File: src/rtl/plx_pkg.sv
// ----------------------------------------------------------------------------
// plx_pkg: shared types and helpers of the lexer
// Token and token-group types, token kind codes, saturation helper.
// ----------------------------------------------------------------------------
package plx_pkg;

	// token kind codes
	localparam logic [3:0] KIND_EOF      = 4'd0;
	localparam logic [3:0] KIND_DEFINE   = 4'd1;
	localparam logic [3:0] KIND_COLON    = 4'd2;
	localparam logic [3:0] KIND_LPAREN   = 4'd3;
	localparam logic [3:0] KIND_RPAREN   = 4'd4;
	localparam logic [3:0] KIND_LBRACKET = 4'd5;
	localparam logic [3:0] KIND_RBRACKET = 4'd6;
	localparam logic [3:0] KIND_LBRACE   = 4'd7;
	localparam logic [3:0] KIND_RBRACE   = 4'd8;
	localparam logic [3:0] KIND_ARROW    = 4'd9;
	localparam logic [3:0] KIND_IDENT    = 4'd10;
	localparam logic [3:0] KIND_ERROR    = 4'd11;

	// most tokens one byte can produce
	localparam int MAX_TOKENS = 3;

	typedef struct packed {
		logic [3:0]  kind;
		logic [15:0] start;
		logic [15:0] length;
	} token_t;

	// all tokens caused by one byte, oldest in slot 0
	typedef struct packed {
		logic [1:0]                  count;
		token_t [MAX_TOKENS-1:0]     tok;
	} bundle_t;

	function automatic logic [15:0] clip16(input logic [31:0] x);
		return (x > 32'h0000_FFFF) ? 16'hFFFF : x[15:0];
	endfunction

	function automatic token_t mk_tok(input logic [3:0] kind, input logic [31:0] start,
			input logic [31:0] length);
		token_t t;
		t.kind   = kind;
		t.start  = clip16(start);
		t.length = clip16(length);
		return t;
	endfunction

endpackage

File: src/rtl/plx_front.sv
// ----------------------------------------------------------------------------
// plx_front: byte scanner
// One byte a cycle unless q_full; tracks pending tokens, builds token groups.
// ----------------------------------------------------------------------------
module plx_front import plx_pkg::*; #(
	parameter int POSITION_BITS = 16
) (
	input  logic          clk,
	input  logic          arst_n,
	input  logic          push,
	input  logic [7:0]    text_byte,
	input  logic          final_byte,
	input  logic          q_full,
	output logic          q_push,
	output bundle_t       q_data
);

	typedef enum logic [2:0] {
		MODE_IDLE,
		MODE_COLON,
		MODE_MINUS,
		MODE_IDENT,
		MODE_DROP
	} mode_t;

	localparam logic [7:0] CH_SPACE = 8'h20;
	localparam logic [7:0] CH_TAB   = 8'h09;
	localparam logic [7:0] CH_NL    = 8'h0A;
	localparam logic [7:0] CH_COLON = 8'h3A;
	localparam logic [7:0] CH_EQ    = 8'h3D;
	localparam logic [7:0] CH_MINUS = 8'h2D;
	localparam logic [7:0] CH_GT    = 8'h3E;
	localparam logic [7:0] CH_US    = 8'h5F;

	localparam logic [POSITION_BITS-1:0] POS_MAX = {POSITION_BITS{1'b1}};

	mode_t                     mode_q, mode_d;
	logic [POSITION_BITS-1:0]  pos_q, pos_d;
	logic [POSITION_BITS-1:0]  pstart_q, pstart_d;
	logic [POSITION_BITS-1:0]  plen_q, plen_d;

	logic                      accept;
	logic                      used;
	logic                      dropped;
	logic [1:0]                n;
	token_t [MAX_TOKENS-1:0]   tok;
	logic                      is_space;
	logic                      is_alpha;
	logic                      is_word;
	logic [3:0]                bk;

	function automatic logic [POSITION_BITS-1:0] sat_inc(input logic [POSITION_BITS-1:0] x);
		return (x == POS_MAX) ? x : x + 1'b1;
	endfunction

	assign accept = push && !q_full;

	always_comb begin
		is_space = text_byte inside {CH_SPACE, CH_TAB, CH_NL};
		is_alpha = text_byte inside {[8'h41:8'h5A], [8'h61:8'h7A], CH_US};
		is_word  = is_alpha || (text_byte inside {[8'h30:8'h39]});
		case (text_byte)
			8'h28:   bk = KIND_LPAREN;
			8'h29:   bk = KIND_RPAREN;
			8'h5B:   bk = KIND_LBRACKET;
			8'h5D:   bk = KIND_RBRACKET;
			8'h7B:   bk = KIND_LBRACE;
			8'h7D:   bk = KIND_RBRACE;
			default: bk = KIND_EOF;
		endcase
	end

	always_comb begin
		mode_d   = mode_q;
		pos_d    = pos_q;
		pstart_d = pstart_q;
		plen_d   = plen_q;
		used     = 1'b0;
		dropped  = 1'b0;
		n        = 2'd0;
		tok      = '0;
		if (accept) begin
			if (mode_q == MODE_DROP) begin
				if (final_byte) begin
					mode_d   = MODE_IDLE;
					pos_d    = '0;
					pstart_d = '0;
					plen_d   = '0;
				end else begin
					pos_d = sat_inc(pos_q);
				end
			end else begin
				// finish what the previous bytes left pending
				case (mode_q)
					MODE_COLON: begin
						if (text_byte == CH_EQ) begin
							tok[n] = mk_tok(KIND_DEFINE, 32'(pstart_q), 32'd2);
							used   = 1'b1;
						end else begin
							tok[n] = mk_tok(KIND_COLON, 32'(pstart_q), 32'd1);
						end
						n      = n + 2'd1;
						mode_d = MODE_IDLE;
					end
					MODE_MINUS: begin
						if (text_byte == CH_GT) begin
							tok[n] = mk_tok(KIND_ARROW, 32'(pstart_q), 32'd2);
							mode_d = MODE_IDLE;
						end else begin
							tok[n] = mk_tok(KIND_ERROR, 32'(pstart_q), 32'd1);
							mode_d = MODE_DROP;
						end
						n    = n + 2'd1;
						used = 1'b1;
					end
					MODE_IDENT: begin
						if (is_word) begin
							plen_d = sat_inc(plen_q);
							used   = 1'b1;
						end else begin
							tok[n] = mk_tok(KIND_IDENT, 32'(pstart_q), 32'(plen_q));
							n      = n + 2'd1;
							mode_d = MODE_IDLE;
						end
					end
					default: ;
				endcase

				// byte starts something new
				if (!used) begin
					if (is_space) begin
						mode_d = mode_d;
					end else if (text_byte == CH_COLON) begin
						mode_d   = MODE_COLON;
						pstart_d = pos_q;
					end else if (text_byte == CH_MINUS) begin
						mode_d   = MODE_MINUS;
						pstart_d = pos_q;
					end else if (bk != KIND_EOF) begin
						tok[n] = mk_tok(bk, 32'(pos_q), 32'd1);
						n      = n + 2'd1;
					end else if (is_alpha) begin
						mode_d   = MODE_IDENT;
						pstart_d = pos_q;
						plen_d   = POSITION_BITS'(1);
					end else begin
						tok[n] = mk_tok(KIND_ERROR, 32'(pos_q), 32'd1);
						n      = n + 2'd1;
						mode_d = MODE_DROP;
					end
				end

				// end of text flushes the pending token and adds eof unless an error ends it
				if (final_byte) begin
					dropped = (mode_d == MODE_DROP);
					case (mode_d)
						MODE_COLON: begin
							tok[n] = mk_tok(KIND_COLON, 32'(pstart_d), 32'd1);
							n      = n + 2'd1;
						end
						MODE_MINUS: begin
							tok[n]  = mk_tok(KIND_ERROR, 32'(pstart_d), 32'd1);
							n       = n + 2'd1;
							dropped = 1'b1;
						end
						MODE_IDENT: begin
							tok[n] = mk_tok(KIND_IDENT, 32'(pstart_d), 32'(plen_d));
							n      = n + 2'd1;
						end
						default: ;
					endcase
					if (!dropped) begin
						tok[n] = mk_tok(KIND_EOF, 32'(sat_inc(pos_q)), 32'd0);
						n      = n + 2'd1;
					end
					mode_d   = MODE_IDLE;
					pos_d    = '0;
					pstart_d = '0;
					plen_d   = '0;
				end else begin
					pos_d = sat_inc(pos_q);
				end
			end
		end
	end

	always_ff @(posedge clk or negedge arst_n) begin
		if (!arst_n) begin
			mode_q   <= MODE_IDLE;
			pos_q    <= '0;
			pstart_q <= '0;
			plen_q   <= '0;
		end else begin
			mode_q   <= mode_d;
			pos_q    <= pos_d;
			pstart_q <= pstart_d;
			plen_q   <= plen_d;
		end
	end

	assign q_push       = accept && (n != 2'd0);
	assign q_data.count = n;
	assign q_data.tok   = tok;

endmodule

File: src/rtl/plx_queue.sv
// ----------------------------------------------------------------------------
// plx_queue: two-entry token group queue
// Decouples the byte scanner from the token sender.
// ----------------------------------------------------------------------------
module plx_queue import plx_pkg::*; (
	input  logic    clk,
	input  logic    arst_n,
	input  logic    push,
	input  bundle_t wr_data,
	output logic    full,
	input  logic    pop,
	output bundle_t rd_data,
	output logic    empty
);

	bundle_t    mem_q [2];
	logic       wr_ptr_q;
	logic       rd_ptr_q;
	logic [1:0] count_q;
	logic       do_wr;
	logic       do_rd;

	assign full    = (count_q == 2'd2);
	assign empty   = (count_q == 2'd0);
	assign do_wr   = push && !full;
	assign do_rd   = pop && !empty;
	assign rd_data = mem_q[rd_ptr_q];

	always_ff @(posedge clk or negedge arst_n) begin
		if (!arst_n) begin
			wr_ptr_q <= 1'b0;
			rd_ptr_q <= 1'b0;
			count_q  <= 2'd0;
		end else begin
			if (do_wr) wr_ptr_q <= !wr_ptr_q;
			if (do_rd) rd_ptr_q <= !rd_ptr_q;
			if (do_wr && !do_rd) count_q <= count_q + 2'd1;
			else if (do_rd && !do_wr) count_q <= count_q - 2'd1;
		end
	end

	always_ff @(posedge clk) begin
		if (do_wr) mem_q[wr_ptr_q] <= wr_data;
	end

endmodule

File: src/rtl/plx_back.sv
// ----------------------------------------------------------------------------
// plx_back: token sender
// Holds one token group and hands its tokens out one request at a time.
// ----------------------------------------------------------------------------
module plx_back import plx_pkg::*; (
	input  logic        clk,
	input  logic        arst_n,
	input  bundle_t     q_data,
	input  logic        q_empty,
	output logic        q_pop,
	output logic        empty,
	input  logic        pop,
	output logic [3:0]  token_kind,
	output logic [15:0] token_start,
	output logic [15:0] token_length,
	output logic        run_end
);

	logic       valid_q;
	bundle_t    group_q;
	logic [1:0] idx_q;
	logic       last;
	logic       take;
	token_t     cur;

	assign last  = (idx_q == group_q.count - 2'd1);
	// load a new group when the register is free or its last token leaves
	assign take  = !valid_q || (pop && last);
	assign q_pop = take && !q_empty;
	assign empty = !valid_q;

	assign cur          = group_q.tok[idx_q];
	assign token_kind   = cur.kind;
	assign token_start  = cur.start;
	assign token_length = cur.length;
	assign run_end      = last;

	always_ff @(posedge clk or negedge arst_n) begin
		if (!arst_n) begin
			valid_q <= 1'b0;
			idx_q   <= 2'd0;
		end else if (take) begin
			valid_q <= !q_empty;
			idx_q   <= 2'd0;
		end else if (pop) begin
			idx_q <= idx_q + 2'd1;
		end
	end

	always_ff @(posedge clk) begin
		if (q_pop) group_q <= q_data;
	end

endmodule

File: src/rtl/punctuation_and_identifier_lexer.sv
// ----------------------------------------------------------------------------
// punctuation_and_identifier_lexer: streaming lexer for brackets, colon,
// define, arrow and identifiers
// Scans text one byte a cycle while full is low; delivers tokens with position and length.
// ----------------------------------------------------------------------------
// usage
//   input channel: text_byte and final_byte are taken on an edge with push high
//   and full low; final_byte marks the last byte of one text
//   result channel: while empty is low the oldest token sits on token_kind,
//   token_start, token_length and run_end; pop high takes it
//   run_end flags the last token caused by a given byte
// path and throughput
//   the tokens of a byte are written to the queue at the taking edge and
//   loaded from there into the sender once it is free or its last token leaves
//   one byte per cycle while pop is high and bytes give at most one token each;
//   a byte that gives two or three tokens holds the sender until each is popped,
//   and the two-entry queue absorbs that until it fills
// reset
//   arst_n clears the scanner to idle with position zero and empties queue
//   and sender
// stall
//   when pop stays low the sender holds its token, the queue fills and full
//   rises; bytes are refused until the sender moves again
// ----------------------------------------------------------------------------
module punctuation_and_identifier_lexer import plx_pkg::*; #(
	parameter int POSITION_BITS = 16
) (
	input  logic        clk,
	input  logic        arst_n,
	input  logic        push,
	output logic        full,
	input  logic [7:0]  text_byte,
	input  logic        final_byte,
	output logic        empty,
	input  logic        pop,
	output logic [3:0]  token_kind,
	output logic [15:0] token_start,
	output logic [15:0] token_length,
	output logic        run_end
);

	// scanner to queue
	logic    f_push;
	bundle_t f_data;
	logic    q_full;

	// queue to sender
	bundle_t q_data;
	logic    q_empty;
	logic    q_pop;

	// front: classifies bytes, tracks colon, minus and identifier lookahead
	plx_front #(
		.POSITION_BITS(POSITION_BITS)
	) u_front (
		.clk        (clk),
		.arst_n     (arst_n),
		.push       (push),
		.text_byte  (text_byte),
		.final_byte (final_byte),
		.q_full     (q_full),
		.q_push     (f_push),
		.q_data     (f_data)
	);

	// token groups wait here so the scanner keeps going while the sender stalls
	plx_queue u_queue (
		.clk     (clk),
		.arst_n  (arst_n),
		.push    (f_push),
		.wr_data (f_data),
		.full    (q_full),
		.pop     (q_pop),
		.rd_data (q_data),
		.empty   (q_empty)
	);

	// back: one token per request
	plx_back u_back (
		.clk          (clk),
		.arst_n       (arst_n),
		.q_data       (q_data),
		.q_empty      (q_empty),
		.q_pop        (q_pop),
		.empty        (empty),
		.pop          (pop),
		.token_kind   (token_kind),
		.token_start  (token_start),
		.token_length (token_length),
		.run_end      (run_end)
	);

	// a byte is refused only while the queue is full
	assign full = q_full;

endmodule
File: config.mk
export PLATFORM = sky130hd
export DESIGN_NAME = punctuation_and_identifier_lexer
export DESIGN_NICKNAME = d
export VERILOG_FILES = /design/src/rtl/plx_pkg.sv /design/src/rtl/plx_front.sv /design/src/rtl/plx_queue.sv /design/src/rtl/plx_back.sv /design/src/rtl/punctuation_and_identifier_lexer.sv
export SDC_FILE = /design/constraint.sdc
export NUM_CORES = 1
export LEC_CHECK = 0
export BUFFER_PORTS_ARGS = -buffer_cell sky130_fd_sc_hd__buf_2
export CAP_MARGIN = 20
export CELL_PAD_IN_SITES_DETAIL_PLACEMENT = 0
export CELL_PAD_IN_SITES_GLOBAL_PLACEMENT = 1
export CORE_AREA = 5 5 188 190
export CTS_CLUSTER_SIZE = 30
export DETAILED_ROUTE_END_ITERATION = 6
export DIE_AREA = 0 0 193 195
export PLACE_DENSITY_LB_ADDON = 0.15
export SLEW_MARGIN = 20
export SYNTH_ARGS = -nofsm -noshare
export SYNTH_HDL_FRONTEND = slang
export SYNTH_SLANG_ARGS = --single-unit
File: constraint.sdc
create_clock -name clk -period 19.9 [get_ports clk]
set_input_delay 0.995 -clock clk [delete_from_list [all_inputs] [get_ports clk]]
set_output_delay 0.995 -clock clk [all_outputs]
set_load 0.02 [all_outputs]
== Word-level counts from Yosys, hierarchy flattened ==
Memory sizes are Yosys's and may differ from the RTL's. A register that Yosys moved wholly into a read port is not among the register bits.
Cells that the tools add are included.
Storage, ports and cells
  register bits after elaboration: 58
  latch bits: 0
  memory bits (writable): 220
  bits in read-only memories: 0
  input port bits: 13
  output and inout bits: 39
  word-level logic and storage cells: 204
  memories kept: 1
Cells by class
  add/subtract/negate cells: 9
  multipliers: 0
  divide/modulo/power cells: 0
  magnitude comparators: 13
  equality and inequality tests: 27
  shifts and indexed selects: 0
  multiplexer cells: 112
  bitwise logic cells: 0
  reductions and logical operators: 33
Memories
  u_queue.mem_q: depth 2, bits a word 110, rd ports 1, clocked after Yosys merged registers in 1, write ports 1, RTL line plx_queue.sv:16  | bundle_t mem_q [2];
Operator list (number)
  2-to-1 mux 108 bit: 15
  bitwise mux 108 bit: 6
  2-to-1 mux 16 bit: 26
  case mux 108 bit (3 select lines): 1
  2-to-1 mux 36 bit: 7
  demux 36 bit (select 2 bit): 3
  case mux 36 bit (3 select lines): 1
  binary-select mux 36 bit (select 2 bit): 1
  2-to-1 mux 34 bit: 2
  equality test 8 x 6 -> 1 bit, second input constant: 7
  2-to-1 mux 2 bit: 22
  equality test 8 x 7 -> 1 bit, second input constant: 5
  2-to-1 mux 3 bit: 13
  adder 16 x 1 -> 16 bit, second input constant: 2
  equality test 16 bit, second input constant: 2
  case mux 4 bit (6 select lines): 1
  equality test 8 x 4 -> 1 bit, second input constant: 2
  >= comparator 8 x 7 -> 1 bit, second input constant: 2
  <= comparator 8 x 7 -> 1 bit, second input constant: 2
  logical AND 1 bit: 14
  equality test 3 x 2 -> 1 bit, second input constant: 4
  less-than comparator 2 x 3 -> 1 bit, second input constant: 4
  2-to-1 mux 1 bit: 11
  adder 2 x 1 -> 2 bit, second input constant: 5
  other kinds (21): 36

== Depth between registers and ports, before layout ==
  depth after elaboration: 34
  mapped depth: 23
  gate-level depth less buffers: 21

== By module ==
Synthesis repeated with hierarchy kept, for this count alone.
Second synthesis, totals
  cells, all modules: 1469
  area total of the unflattened synthesis: 18352.6 um^2
By module, submodules not included
  plx_queue: times used 1, cells an instance 361, area an instance 8164.1 um^2, seq. area each 6706.4 um^2
  plx_front: times used 1, cells an instance 851, area an instance 5921.9 um^2, seq. area each 1276.2 um^2
  plx_back: times used 1, cells an instance 257, area an instance 4266.6 um^2, seq. area each 3378.2 um^2

== Worst setup path after synthesis ==
OpenSTA, ideal clock, no wires.
  path type: in2reg
  from: input text_byte[3]
  to: memory u_queue.mem_q[0][0] in the netlist's numbering (enable)
  setup time: 0.591 ns
  arrival: 9.555 ns
  required time: 19.309 ns
  path slack: 9.754 ns
  stages: 20
  buffers on the path: 2
  cell sequence: buf_2 -> nor3_1 -> a21oi_1 -> a211oi_2 -> nor2b_1 -> inv_1 -> clkbuf_1 -> ha_1 -> or3_1 -> o211ai_1 -> inv_1 -> ha_1 -> inv_1 -> o2bb2ai_2 -> ha_1 -> nor3b_1 -> o21ai_0 -> o211ai_1 -> or3_1 -> nor2b_1
RTL lines
  start: declaration: RTL line punctuation_and_identifier_lexer.sv:32  | input logic [7:0] text_byte,
  end: declaration: RTL line plx_queue.sv:16

==> results.md <==
- PwrDens: 141 nW/um^2
- RSZ-0062 raised after global routing: false
- Wire length per cell: 22.1 um
- Crit path launch: text_byte[1]
- Maximum capacitance violations: 0
- Ports: 52
- Post-synth ARST share: 15.1%
- Ys Warns: 0
- Die height: 195 um
- Mux cell area share after synthesis: 9.93%
- Top post-synthesis cells by count: edfxtp_1, nand2_1, mux2_2
- Net Count, Synth: 1457
- Sequential area share after synthesis: 62.5%
- R2R Path Start: u_front.mode_q[2]$_DFFE_PN0P_
- Number of flops mapped to enable cells by yosys: 327
- PortBufs: 51
- CTS Root Cell: clkbuf_16
- Main combinational cell family by area after synthesis: compound AO/OA/AOI/OAI gates
- Adder-cell share of the synthesized area: 0.694%
- Total CTS buffers: 40
- Rel. slew slack: 33.6%
- Tightest Pin Transition: 0.996 ns
- Skew-Pair Late Insertion Delay: 0.54 ns
- Initial Utilization: 54.2%
- Final Hold Fails: 0
- Clock sinks: 385
- Final setup viols: 0
- Simple logic cell fraction of the synthesized area: 10.7%
- GPL Wtd Cong: 0.863
- Placed wire-length estimate: 27.3 mm
- Syn Inst Count: 1434
- Hold Path Class: register to register
- Worst hold start: u_front.pstart_q[13]$_DFFE_PN0P_
- Netlist Area Pre-Place: 18000 um^2
- Worst Hold Path Cells: 2
- Xor/xnor cell area share of the yosys netlist: 1.36%
- TritonRoute pass-1 iters: 5
- Number of global-route vias before repair: 11100
- Final net count: 1471
- DIE WIDTH: 193 um
- Layout cell share with drive strength beyond 1: 18.7%
- Minimum clock period: 7.34 ns
- Count of cell types in the netlist: 81
- Max Freq: 136 MHz
- Largest area contributor in the netlist: edfxtp_1
- Place WS: 12.04 ns
- Hold EP: u_front.pstart_q[13]$_DFFE_PN0P_
- Non-Filler Instances: 1926
- GR Util met3: 3.43%
- Post-synthesis average cell area: 12.6 um^2
- PostCTS Resize Cnt: 0
- Grt met2 use: 31.7%
- Setup CP Type: input port to register
- Leak: 6.83 nW
- Maximum root-to-sink buffer count: 3
- Setup ws final: 12.56 ns
- Compound-Gate Fraction of Synth Area: 11.9%
- FP Rows: 67
- Top Usage Layer GRT: met1
- R2R depth: 21
- Endpoint class of the critical path: register
- Antenna Diode Count: 0
- Total chip power: 2.81 mW
- Die Area: 37600 um^2
- Remaining DRCs: 0
- Area contributors post-synth: edfxtp_1, dfrtp_1, mux2_2
- Area share of the largest cell type after synthesis: 54.5%
- Setup repair bufs after CTS: 0
- CTS tree: built
- Status: finished clean
- Routed wire length: 42.5 mm
- Remaining Overflow, GRT: 0
- Placed Cells: 1854
- Iteration-0 DRC count of the detailed router: 1271
- Primary FF master, synth: edfxtp_1
- Peak VDD IR: 116 uV
- Final Skew: 0.0250 ns
- Hold buffers post-CTS: 0
- Clk slew on worst S/H paths: 0.06 ns
- Crit start category: input port
- Most numerous cell in the Yosys netlist: edfxtp_1
- Period utilisation layout: 36.9%
- RR Endpoint: u_queue.mem_q[0][39]$_DFFE_PP_
- Core box area: 33300 um^2
- Post-route ant nets: 0
- Area grow syn2layout: 10.2%
- All-Layer GR Usage: 22.5%
- Vias: 11600
- Largest net degree at the start of global routing: 65
- Final Max Tran Viols: 0
- Largest fanout on the critical path: 53
- Reg2reg setup slack: 13.02 ns
- Drt via density: 6.01
- CP required: 20.05 ns
- Met1 usage: 37.6%
- Initial antenna violation count: 1
- Setup TNS: 0 ns
- # H-tree levels: 2
- Arr. time, crit path: 7.49 ns
- First-pass GRT wire length: 66.1 mm
- Yosys reg bits: 385
[stage by stage]
stage               hold slack, ns  util [%]  cell area [um^2]
floorplan                    0.451         -             18000
global placement             0.485      55.9             18600
detailed placement           0.493      55.9             18600
CTS                          0.507      59.7             19900
global route                 0.522      59.7             19900
finish                       0.518      59.7             19900
[state kept, by name, summed over array words and instances, names as in the netlist]
signal	cells
u_front.pstart_q	16
u_front.plen_q	16
u_queue.rd_ptr_q	1
u_front.pos_q	16
u_front.mode_q	3
u_queue.wr_ptr_q	1
u_queue.count_q	2
u_back.valid_q	1
u_back.idx_q	2
u_back.group_q	109
u_queue.mem_q	218
[power breakdown]
part           internal, mW  switching, mW  total (mW)  leakage [nW]
Combinational         0.288          0.527       0.815          2.36
Sequential             1.17         0.0979        1.27          3.85
Clock                 0.425          0.302       0.727         0.623
[final cells by class]
type / count / area [um^2]
repair buffers: 72 / 413
flip-flops and latches: 385 / 11300
clock buffers: 50 / 1040
multi-input cells: 929 / 6270
inverters: 20 / 77.6
fillers: 2660 / 13400
well taps: 448 / 561
clock inverters: 22 / 229
[worst max path at each step]
stage	endpoint	slack, ns	cells after the start
6_report	u_queue.mem_q[0][39]$_DFFE_PP_	12.56	23
5_1_grt	u_queue.mem_q[0][76]$_DFFE_PP_	12.06	23
4_1_cts	u_queue.mem_q[0][76]$_DFFE_PP_	12.56	23
3_5_place_dp	u_queue.mem_q[0][39]$_DFFE_PP_	12.04	23
3_3_place_gp	u_queue.mem_q[0][39]$_DFFE_PP_	12.20	23
2_1_floorplan	u_queue.mem_q[0][0]$_DFFE_PP_	9.75	20
[kinds of logic (layout without fill, tap and decap cells)]
group                    after synthesis  in the layout
AO/OA/AOI/OAI                        314            314
XOR/XNOR                              28             28
multiplexers                         165            165
adder cells (fa/ha/maj)               10             10
AND/OR/NAND/NOR                      412            412
buffers and inverters                120            164
flip-flops                           385            385
[cell usage in the layout (no fill, tap or decap), drive strengths merged, types with 18 or more instances in the layout]
master and count:
buf 72, mux2 111, inv 23, a22o 18, edfxtp 327, nor2 96, nor3 25, mux2i 54
a21oi 57, clkbuf 50, dfrtp 58, nand3 42, nand2 156, o21ai 110
[per-layer routing]
| layer | vias to the layer above | share of wire [%] |
|---|---|---|
| li1 | 5435 | - |
| met1 | 5755 | 50 |
| met2 | 357 | 43 |
| met3 | 36 | 6.4 |
| met4 | 0 | 1.1 |
| met5 | - | 0 |
[worst max-delay path, cell delays in order]
cell and delay [ns]:
buf_2 0.17, nor3_1 0.33, a21oi_1 0.23, a211oi_2 0.25, buf_4 0.26, nor2b_1 0.08
buf_4 0.22, inv_1 0.59, ha_1 0.35, or3_1 0.37, o211ai_1 0.24, inv_1 0.09
ha_1 0.28, inv_1 0.04, o2bb2ai_2 0.12, ha_1 0.30, nor3b_1 0.19, o21ai_0 0.11
o211ai_1 0.16, or3_1 0.26, nor2b_4 0.47, buf_4 0.56, buf_4 0.67
No activity file was read; power rests on OpenSTA's default activity.
